==> config.mk <==
export PLATFORM = sky130hd
export DESIGN_NAME = infix_to_postfix_converter
export DESIGN_NICKNAME = d
export VERILOG_FILES = /design/src/design/itpc_pkg.sv /design/src/design/itpc_stack.sv /design/src/design/infix_to_postfix_converter.sv
export VERILOG_INCLUDE_DIRS = /design/src /design/src/design
export SDC_FILE = /design/constraint.sdc
export NUM_CORES = 1
export LEC_CHECK = 0
export CELL_PAD_IN_SITES_DETAIL_PLACEMENT = 1
export CELL_PAD_IN_SITES_GLOBAL_PLACEMENT = 2
export CORE_MARGIN = 4
export CORE_UTILIZATION = 54
export CTS_CLUSTER_SIZE = 8
export DETAILED_ROUTE_END_ITERATION = 7
export DONT_BUFFER_PORTS = 1
export GPL_TIMING_DRIVEN = 0
export PLACE_DENSITY = 0.86
export SLEW_MARGIN = 20
export SYNTH_ARGS = -nofsm -noshare
export SYNTH_HDL_FRONTEND = slang
export SYNTH_SLANG_ARGS = --single-unit
export TNS_END_PERCENT = 10
==> constraint.sdc <==
create_clock -name aclk -period 6.3 [get_ports aclk]
set_clock_uncertainty 0.15 [all_clocks]
set_input_delay 0.63 -clock aclk [delete_from_list [all_inputs] [get_ports aclk]]
set_output_delay 0.63 -clock aclk [all_outputs]
set_load 0.01 [all_outputs]
==> src/design/infix_to_postfix_converter_assert.svh <==
// assertion macros shared by the converter modules
`ifndef INFIX_TO_POSTFIX_CONVERTER_ASSERT_SVH
`define INFIX_TO_POSTFIX_CONVERTER_ASSERT_SVH
`ifndef SYNTHESIS
// same-cycle implication on the block clock
`define ITPC_ASSERT_SAME(label, ante, cons) \
    label: assert property (@(posedge aclk) disable iff (!aresetn) (ante) |-> (cons)) \
        else $error("itpc assertion failed");
// next-cycle implication on the block clock
`define ITPC_ASSERT_NEXT(label, ante, cons) \
    label: assert property (@(posedge aclk) disable iff (!aresetn) (ante) |=> (cons)) \
        else $error("itpc assertion failed");
`else
`define ITPC_ASSERT_SAME(label, ante, cons)
`define ITPC_ASSERT_NEXT(label, ante, cons)
`endif
`endif

==> src/design/itpc_pkg.sv <==
package itpc_pkg;

    // stack geometry
    localparam int STACK_DEPTH = 32;
    localparam int ADDR_W      = $clog2(STACK_DEPTH);
    localparam int CNT_W       = $clog2(STACK_DEPTH + 1);

    // character codes
    localparam logic [7:0] CH_PLUS   = 8'h2B;
    localparam logic [7:0] CH_MINUS  = 8'h2D;
    localparam logic [7:0] CH_STAR   = 8'h2A;
    localparam logic [7:0] CH_SLASH  = 8'h2F;
    localparam logic [7:0] CH_CARET  = 8'h5E;
    localparam logic [7:0] CH_LPAREN = 8'h28;
    localparam logic [7:0] CH_RPAREN = 8'h29;
    localparam logic [7:0] CH_NUL    = 8'h00;

    typedef enum logic [1:0] {
        KIND_OPERAND,
        KIND_LPAREN,
        KIND_RPAREN,
        KIND_OPERATOR
    } kind_t;

    typedef enum logic [2:0] {
        ST_IDLE,
        ST_START,
        ST_READ,
        ST_TEST,
        ST_TAIL,
        ST_FREAD,
        ST_FTEST,
        ST_END
    } state_t;

    // sequencer to stack
    typedef struct packed {
        logic       push;
        logic       pop;
        logic       rd_en;
        logic [7:0] wr_data;
    } stk_ctrl_t;

    // stack to sequencer
    typedef struct packed {
        logic       empty;
        logic [7:0] top;
    } stk_stat_t;

    // operator precedence
    function automatic logic [1:0] prec_of(input logic [7:0] c);
        logic [1:0] p;
        p = 2'd0;
        if (c == CH_PLUS || c == CH_MINUS) p = 2'd1;
        if (c == CH_STAR || c == CH_SLASH) p = 2'd2;
        if (c == CH_CARET) p = 2'd3;
        return p;
    endfunction

    // character class
    function automatic kind_t classify(input logic [7:0] c);
        kind_t k;
        if ((c >= 8'h30 && c <= 8'h39) || (c >= 8'h41 && c <= 8'h5A) ||
            (c >= 8'h61 && c <= 8'h7A)) begin
            k = KIND_OPERAND;
        end else if (c == CH_LPAREN) begin
            k = KIND_LPAREN;
        end else if (c == CH_RPAREN) begin
            k = KIND_RPAREN;
        end else begin
            k = KIND_OPERATOR;
        end
        return k;
    endfunction

endpackage

==> src/design/itpc_stack.sv <==
`include "infix_to_postfix_converter_assert.svh"

module itpc_stack (
    input  logic                  aclk,
    input  logic                  aresetn,
    input  itpc_pkg::stk_ctrl_t   ctrl,
    output itpc_pkg::stk_stat_t   stat
);

    logic [7:0]                 mem [itpc_pkg::STACK_DEPTH];
    logic [itpc_pkg::CNT_W-1:0] count_reg;
    logic [itpc_pkg::CNT_W-1:0] count_next;
    logic [itpc_pkg::CNT_W-1:0] count_m1;
    logic [7:0]                 rd_data_reg;
    logic                       full;

    assign full     = (count_reg == itpc_pkg::CNT_W'(itpc_pkg::STACK_DEPTH));
    assign count_m1 = count_reg - itpc_pkg::CNT_W'(1);

    // fill count, push onto a full stack is dropped
    always_comb begin
        count_next = count_reg;
        if (ctrl.push && !full) begin
            count_next = count_reg + itpc_pkg::CNT_W'(1);
        end else if (ctrl.pop) begin
            count_next = count_m1;
        end
    end

    always_ff @(posedge aclk) begin
        if (!aresetn) begin
            count_reg <= '0;
        end else begin
            count_reg <= count_next;
        end
    end

    // stack memory, write at count, registered read of the top
    always_ff @(posedge aclk) begin
        if (ctrl.push && !full) begin
            mem[count_reg[itpc_pkg::ADDR_W-1:0]] <= ctrl.wr_data;
        end
        if (ctrl.rd_en) begin
            rd_data_reg <= mem[count_m1[itpc_pkg::ADDR_W-1:0]];
        end
    end

    assign stat.empty = (count_reg == '0);
    assign stat.top   = rd_data_reg;

    `ITPC_ASSERT_SAME(a_count_range, 1'b1, count_reg <= itpc_pkg::CNT_W'(itpc_pkg::STACK_DEPTH))
    `ITPC_ASSERT_SAME(a_pop_nonempty, ctrl.pop, count_reg != '0)
    `ITPC_ASSERT_NEXT(a_full_drop, ctrl.push && full, $stable(count_reg))

endmodule

==> src/design/infix_to_postfix_converter.sv <==
// channel   ports                                       role
// s_        s_valid s_ready s_in_char s_last_char       infix characters in
// m_        m_valid m_ready m_out_char m_last_in_run    postfix characters out
//           m_expression_done
//
// an operand is emitted and a '(' pushed from the start state; every pop of the operator stack
// is a registered stack read, then a compare and emit
// a last character flushes each stack entry the same way, then emits the terminator
// reset clears the sequencer and the stack count; stack memory is not cleared
// results pass hold stage and output reg; emits stall if both full, m_ready low
`include "infix_to_postfix_converter_assert.svh"

module infix_to_postfix_converter (
    input  logic       aclk,
    input  logic       aresetn,
    input  logic       s_valid,
    output logic       s_ready,
    input  logic [7:0] s_in_char,
    input  logic       s_last_char,
    output logic       m_valid,
    input  logic       m_ready,
    output logic [7:0] m_out_char,
    output logic       m_last_in_run,
    output logic       m_expression_done
);

    itpc_pkg::state_t    state_reg;
    itpc_pkg::state_t    state_next;
    itpc_pkg::kind_t     kind_reg;
    logic [7:0]          char_reg;
    logic                last_reg;

    logic                pend_valid_reg;
    logic [7:0]          pend_char_reg;
    logic                pend_done_reg;

    logic                m_valid_reg;
    logic [7:0]          m_char_reg;
    logic                m_last_reg;
    logic                m_done_reg;

    itpc_pkg::stk_ctrl_t ctrl;
    itpc_pkg::stk_stat_t stat;

    logic                out_free;
    logic                can_emit;
    logic                emit;
    logic [7:0]          emit_char;
    logic                emit_done;
    logic                fin;
    logic                go;
    logic [1:0]          top_prec;
    logic [1:0]          cur_prec;

    itpc_stack u_stack (
        .aclk    (aclk),
        .aresetn (aresetn),
        .ctrl    (ctrl),
        .stat    (stat)
    );

    assign out_free = !m_valid_reg || m_ready;
    assign can_emit = !pend_valid_reg || out_free;

    // pop test, '^' binds to the right
    assign top_prec = itpc_pkg::prec_of(stat.top);
    assign cur_prec = itpc_pkg::prec_of(char_reg);
    assign go = (char_reg == itpc_pkg::CH_CARET) ? (top_prec > cur_prec)
                                                 : (top_prec >= cur_prec);

    // sequencer
    always_comb begin
        state_next   = state_reg;
        s_ready      = 1'b0;
        emit         = 1'b0;
        emit_char    = stat.top;
        emit_done    = 1'b0;
        fin          = 1'b0;
        ctrl.push    = 1'b0;
        ctrl.pop     = 1'b0;
        ctrl.rd_en   = 1'b0;
        ctrl.wr_data = char_reg;
        unique case (state_reg)
            itpc_pkg::ST_IDLE: begin
                s_ready = 1'b1;
                if (s_valid) begin
                    state_next = itpc_pkg::ST_START;
                end
            end
            itpc_pkg::ST_START: begin
                unique case (kind_reg)
                    itpc_pkg::KIND_OPERAND: begin
                        if (can_emit) begin
                            emit       = 1'b1;
                            emit_char  = char_reg;
                            state_next = itpc_pkg::ST_TAIL;
                        end
                    end
                    itpc_pkg::KIND_LPAREN: begin
                        ctrl.push  = 1'b1;
                        state_next = itpc_pkg::ST_TAIL;
                    end
                    default: begin
                        state_next = itpc_pkg::ST_READ;
                    end
                endcase
            end
            itpc_pkg::ST_READ: begin
                if (stat.empty) begin
                    ctrl.push  = (kind_reg == itpc_pkg::KIND_OPERATOR);
                    state_next = itpc_pkg::ST_TAIL;
                end else begin
                    ctrl.rd_en = 1'b1;
                    state_next = itpc_pkg::ST_TEST;
                end
            end
            itpc_pkg::ST_TEST: begin
                if (kind_reg == itpc_pkg::KIND_RPAREN) begin
                    if (stat.top == itpc_pkg::CH_LPAREN) begin
                        ctrl.pop   = 1'b1;
                        state_next = itpc_pkg::ST_TAIL;
                    end else if (can_emit) begin
                        emit       = 1'b1;
                        ctrl.pop   = 1'b1;
                        state_next = itpc_pkg::ST_READ;
                    end
                end else if (go) begin
                    if (can_emit) begin
                        emit       = 1'b1;
                        ctrl.pop   = 1'b1;
                        state_next = itpc_pkg::ST_READ;
                    end
                end else begin
                    ctrl.push  = 1'b1;
                    state_next = itpc_pkg::ST_TAIL;
                end
            end
            itpc_pkg::ST_TAIL: begin
                state_next = last_reg ? itpc_pkg::ST_FREAD : itpc_pkg::ST_END;
            end
            itpc_pkg::ST_FREAD: begin
                if (stat.empty) begin
                    if (can_emit) begin
                        emit       = 1'b1;
                        emit_char  = itpc_pkg::CH_NUL;
                        emit_done  = 1'b1;
                        state_next = itpc_pkg::ST_END;
                    end
                end else begin
                    ctrl.rd_en = 1'b1;
                    state_next = itpc_pkg::ST_FTEST;
                end
            end
            itpc_pkg::ST_FTEST: begin
                if (can_emit) begin
                    emit       = 1'b1;
                    ctrl.pop   = 1'b1;
                    state_next = itpc_pkg::ST_FREAD;
                end
            end
            itpc_pkg::ST_END: begin
                if (!pend_valid_reg) begin
                    state_next = itpc_pkg::ST_IDLE;
                end else if (out_free) begin
                    fin        = 1'b1;
                    state_next = itpc_pkg::ST_IDLE;
                end
            end
            default: begin
                state_next = itpc_pkg::ST_IDLE;
            end
        endcase
    end

    // control registers
    always_ff @(posedge aclk) begin
        if (!aresetn) begin
            state_reg      <= itpc_pkg::ST_IDLE;
            pend_valid_reg <= 1'b0;
            m_valid_reg    <= 1'b0;
        end else begin
            state_reg <= state_next;
            if (emit) begin
                pend_valid_reg <= 1'b1;
            end else if (fin) begin
                pend_valid_reg <= 1'b0;
            end
            if ((emit && pend_valid_reg) || fin) begin
                m_valid_reg <= 1'b1;
            end else if (m_ready) begin
                m_valid_reg <= 1'b0;
            end
        end
    end

    // input capture, hold stage and output payload
    always_ff @(posedge aclk) begin
        if (s_valid && s_ready) begin
            char_reg <= s_in_char;
            last_reg <= s_last_char;
            kind_reg <= itpc_pkg::classify(s_in_char);
        end
        if ((emit && pend_valid_reg) || fin) begin
            m_char_reg <= pend_char_reg;
            m_done_reg <= pend_done_reg;
            m_last_reg <= fin;
        end
        if (emit) begin
            pend_char_reg <= emit_char;
            pend_done_reg <= emit_done;
        end
    end

    assign m_valid           = m_valid_reg;
    assign m_out_char        = m_char_reg;
    assign m_last_in_run     = m_last_reg;
    assign m_expression_done = m_done_reg;

    `ITPC_ASSERT_SAME(a_done_is_term, m_valid_reg && m_done_reg, (m_char_reg == itpc_pkg::CH_NUL) && m_last_reg)
    `ITPC_ASSERT_SAME(a_idle_no_pend, state_reg == itpc_pkg::ST_IDLE, !pend_valid_reg)
    `ITPC_ASSERT_NEXT(a_fin_marks_last, fin, m_valid_reg && m_last_reg && !pend_valid_reg)

endmodule
**Word level (Yosys, flattened, before mapping)**

Memory sizes are Yosys's and may differ from the RTL's. A register that Yosys moved wholly into a read port is not among the register bits.
Cells that the tools add are included.

- Reduce and logical (&&, ||, !) cells: 27
- $lt $le $gt $ge: 8
- Eq/ne operators: 29
- Add/subtract/negate cells: 2
- Mux-type cells: 58

Operator list:

| operator | count |
|---|---|
| equality test 8 x 6 -> 1 bit (second input constant) | 11 |
| two-way mux 3 bit | 12 |
| two-way mux 8 bit | 4 |
| two-way mux 1 bit | 29 |
| case mux 3 bit (8 select lines) | 1 |
| equality test 8 x 7 -> 1 bit (second input constant) | 2 |
| greater-or-equal comparator 8 x 7 -> 1 bit (second input constant) | 2 |
| less-or-equal comparator 8 x 7 -> 1 bit (second input constant) | 2 |
| case mux 8 bit (2 select lines) | 1 |
| equality test 3 bit (second input constant) | 4 |
| two-way mux 6 bit | 2 |
| two-way mux 2 bit | 5 |
| logical OR 1 bit | 9 |
| inequality test 3 bit (second input constant) | 3 |
| greater-or-equal comparator 8 x 6 -> 1 bit (second input constant) | 1 |
| less-or-equal comparator 8 x 6 -> 1 bit (second input constant) | 1 |
| adder 6 x 1 -> 6 bit (second input constant) | 1 |
| equality test 3 x 2 -> 1 bit (second input constant) | 2 |
| equality test 6 bit (second input constant) | 1 |
| logical AND 1 bit | 6 |
| zero test 6 bit | 1 |
| case mux 3 bit (2 select lines) | 1 |
| nonzero test 2 bit | 3 |
| subtractor 6 x 1 -> 6 bit (second input constant) | 1 |
| other kinds (14) | 19 |

- Input port bits: 13
- Flip-flop bits (word level): 41
- Bits in writable memories: 256
- Memories kept: 1

Memory list:

| name | depth | width | read ports | clocked after Yosys merged registers in | write ports | RTL line | text |
|---|---|---|---|---|---|---|---|
| u_stack.mem | 32 | 8 | 1 | 1 | 1 | itpc_stack.sv:10 | `logic [7:0] mem [itpc_pkg::STACK_DEPTH];` |

**Depth between registers and ports, before layout**

- Depth after elaboration: 13
- Mapped depth: 13
- Depth with buffers taken out: 12

**By module**

Synthesis repeated with hierarchy kept, for this count alone.

- Cell total of the unflattened synthesis: 733
- Area total of the unflattened synthesis: 12682.2 um^2

By module, submodules not included:

| module | area each (um^2) | times used | cells each |
|---|---|---|---|
| itpc_stack | 10839.1 | 1 | 564 |
| infix_to_postfix_converter | 1843.0 | 1 | 169 |

**Least setup slack after synthesis**

OpenSTA, ideal clock, no wires.

- Path kind: register -> register
- Start: reg char_reg[7]
- End: mem u_stack.mem[0][0], enable pin
- Arrival time: 3.326 ns
- Setup time: 0.383 ns
- Setup slack: 2.440 ns
- Data required time: 5.767 ns
- Stages on the path, launching flop included: 13
- Cell sequence: edfxtp_1 > nor4b_1 > nor2b_1 > o21ba_2 > o21ai_0 > nand3_1 > ha_1 > nor2b_1 > o21bai_1 > and3_1 > clkbuf_1 > o21ai_1 > nor3_1

- Word-level cells in the longest chain between the ends: 13
- Elaborated cells between the ends (all ways): 19
- Those cells by class: order compare: 2; eq/ne: 5; mux: 9; reduce/logical: 3

RTL lines:

| element | RTL line | text |
|---|---|---|
| start, declared | infix_to_postfix_converter.sv:30 | `logic [7:0] char_reg;` |
| start signal, assigned | infix_to_postfix_converter.sv:199 | `char_reg <= s_in_char;` |
| equality test 8 x 6 -> 1 bit | itpc_pkg.sv:54 | `if (c == CH_PLUS \|\| c == CH_MINUS) p = 2'd1;` |
| logical OR 1 bit | itpc_pkg.sv:54 |  |
| two-way mux 1 bit | itpc_pkg.sv:54 |  |
| two-way mux 2 bit | itpc_pkg.sv:55 | `if (c == CH_STAR \|\| c == CH_SLASH) p = 2'd2;` |
| two-way mux 2 bit | itpc_pkg.sv:56 | `if (c == CH_CARET) p = 2'd3;` |
| greater-or-equal comparator 2 bit / > comparator 2 bit (equally long branches) | infix_to_postfix_converter.sv:69, infix_to_postfix_converter.sv:68 |  |
| two-way mux 1 bit * | infix_to_postfix_converter.sv:68 | `assign go = (char_reg == itpc_pkg::CH_CARET) ? (top_prec > cur_prec)` |
| two-way mux 1 bit * | infix_to_postfix_converter.sv:127 | `end else if (go) begin` |
| two-way mux 1 bit * | infix_to_postfix_converter.sv:118 | `if (kind_reg == itpc_pkg::KIND_RPAREN) begin` |
| case mux 1 bit (3 select lines) * | infix_to_postfix_converter.sv:83 | `unique case (state_reg)` |
| logical AND 1 bit * | itpc_stack.sv:40 | `if (ctrl.push && !full) begin` |
| two-way mux 1 bit * | itpc_stack.sv:40 |  |
| two-way mux 1 bit (not written as such) * | itpc_stack.sv:41 | `mem[count_reg[itpc_pkg::ADDR_W-1:0]] <= ctrl.wr_data;` |
| end, declared | itpc_stack.sv:10 |  |

Every way passes the cells marked *; elsewhere a longest branch is shown, timed or not.

**Worst setup path in the final report**

- Start: reg char_reg[5]
- End: mem u_stack.mem[9][6], enable pin

The elaborated chain is that of the path after synthesis.

==> out/qor.yml <==
drc: 0
clock_sinks: 305
fin_setup_tns_ps: 0
largest_reg_flops: 256
grt_pass1_vias: 7047
synth.cell_area_mm2: 0.0125
synth.yosys.seq_area_share: 0.723
synth_edf_count: 294
nets: 719
viasPerCell: 6.50
clkPwrFrac: 0.320
syn-num-nets: 663
cts_root_buf: "clkbuf_16"
netSwitchingFraction: 0.300
clkLatencyLatePin_ps: 530
crit_type: "reg -> reg"
powerDensity_mw_per_mm2: 466
synth.distinct_cells: 67
synth_area_leaders: "edfxtp_1, mux4_2, mux4_1"
wire_per_inst_um: 29.6
drt-pass1-iter-count: 5
grt_antenna_before_repair: 0
synth.most_common_cell: "edfxtp_1"
grt_pass1_wl_um: 45400
end_kind: "flip-flop"
gp_congestion: 0.863
syn_inst: 644
p_total_mw: 6.65
multiInputGateArea_mm2: 0.00325
fillCellCount: 1879
p_switching_mw: 1.99
outcome: "finished clean"
hold_buffers: 0
synth_flop_cell: "edfxtp_1"
slew_violations: 0
relSlewSlack: 0.402
crit_arrival_ps: 5270
synth-async-reset-ratio: 0
area_delta_synth_final_pct: 14.1
peakVddDrop_uv: 280
diodes: 0
finalSetupViolations: 0
grt_max_degree: 36
core_region_area_mm2: 0.0227
fin_crit_sh: 0.837
seq_area_mm2: 0.00905
fin_crit_ps: 5270
grt.total_usage: 0.240
clock_tree.buffer_depth: 3
seqPwrFrac: 0.385
vias: 6530
worst_pin_slew_ps: 891
ys_ff_latch: 305
grt-ovfl-total: 0
cts_inserted_buffers: 44
rsz0062_at_grt: "no"
drt-initial-drc-count: 568
dieArea_mm2: 0.0257
comb_power_share: 0.295
core.rowCount: 55
syn_avg_cell_area_um2: 19.4
crit_required_ps: 6300
internal_power_mw: 4.66
synth.largest_area_cell: "edfxtp_1"
max_cap_viol_count: 0
dieWidth_um: 160
min_path_type: "in -> reg"
cts_tree: "built"
portBuffers: 0
fmax_mhz: 190
ant_nets: 0
wl_um: 29800
worstSetupStartpointType: "flip-flop"
synth_common_cells: "edfxtp_1, mux4_2, nor2_1"
cts_setup_buffers: 0
die_y_um: 160
leakage_nw: 4.52
dp_hpwl_um: 19500
io_pins: 25
ys_warn_count: 0
hold_viol: 0
cp_max_fo: 19
yosysTopAreaCellShare: 0.705
cts_resized: 0
start_util: 0.551
final_layout_size_suffix_gt1_frac: 0.210
clk_pin_slew_ps: 50
htree_num_levels: 2
==> metrics by stage <==
step,util,instances,hold WS [ps],worst slack (ps),area [um2]
floorplan,-,644,250,2440,12500
global placement,0.567,929,252,1060,12900
detailed placement,0.573,938,258,973,13000
CTS,0.628,1003,22.0,990,14300
global route,0.629,1004,15.8,702,14300
finish,0.629,1004,42.5,1030,14300
==> cell type report <==
cell class,instances,share of cell area
sequential,305,0.634
clock inverter,2,0.00175
tap,285,0.0250
timing repair buffer,10,0.0111
clock buffer,63,0.0851
multi-input combinational,295,0.227
buffer,32,0.0131
inverter,12,0.00315
==> power by group through the flow <==
stage	clock [mW]	sequential [mW]	combinational (mW)
2_1_floorplan	0	2.58	1.29
3_3_place_gp	0	2.67	1.75
3_5_place_dp	0	2.61	1.93
4_1_cts	2.16	2.57	1.96
5_1_grt	2.26	2.57	2.09
6_report	2.13	2.56	1.97
==> routing by layer <==
layer | wire (um) | global-route usage | vias to the layer above | part of all wire
met5 | 0 | 0 | - | 0
met2 | 15000 | 0.396 | 212 | 0.50
met3 | 1720 | 0.0521 | 53 | 0.058
li1 | - | - | 2781 | -
met4 | 732 | 0.0700 | 0 | 0.025
met1 | 12300 | 0.328 | 3484 | 0.41
==> worst max-delay path: stages (launching register included) <==
cell      delay (ps)
edfxtp_1         810
buf_16           230
nor4b_1          350
nor2b_1          240
o21ba_2          190
o21ai_0          170
nand3_1          100
ha_1             330
nor2b_1          130
o21bai_1         280
and3_1           210
clkbuf_1         230
o21a_1           270
nand2_1          370
nor2_1           810
==> placed cells by master (no fill, tap or decap), drive strengths merged, types with 2 or more instances in the layout <==
cell type  synthesis  final
a31oi              3      3
and3               6      6
nand4b             2      2
nor4               2      2
buf               13     23
nor3               6      6
nor4b              3      3
dfxtp             11     11
xor2               2      2
o41ai              2      2
clkbuf            19     82
nand3             13     13
nor2b              4      4
a21oi             14     14
clkinv             0      2
and2               4      4
o21ai              9      9
a21boi             2      2
mux2i              3      3
mux4              80     80
o211ai             3      3
a221oi             2      2
edfxtp           294    294
mux2               8      8
or2                4      4
a22o               8      8
nand2b             7      7
o22ai              2      2
nand2             22     22
and3b              2      2
a41o               4      4
xnor2              4      4
and4               3      3
inv               12     12
nor2              44     44
ha                 6      6
==> cell families after synthesis <==
logic type	synth area share
AND/OR/NAND/NOR	0.0513
buffers and inverters	0.0185
flip-flops	0.723
multiplexers	0.159
AO/OA/AOI/OAI	0.0380
adder cells (fa/ha/maj)	0.00600
XOR/XNOR	0.00420
==> worst paths after layout <==
| kind | startpoint | end | slack (ps) | depth (start not counted) |
|---|---|---|---|---|
| max reg2reg | char_reg[5] | u_stack.mem[9][6] | 1030 | 14 |
| max | char_reg[5] | u_stack.mem[9][6] | 1030 | 14 |
| min reg2reg | pend_char_reg[2] | m_out_char[2] | 260 | 0 |
| min | s_in_char[2] | char_reg[2] | 40 | 0 |
No activity file was read; power rests on OpenSTA's default activity.
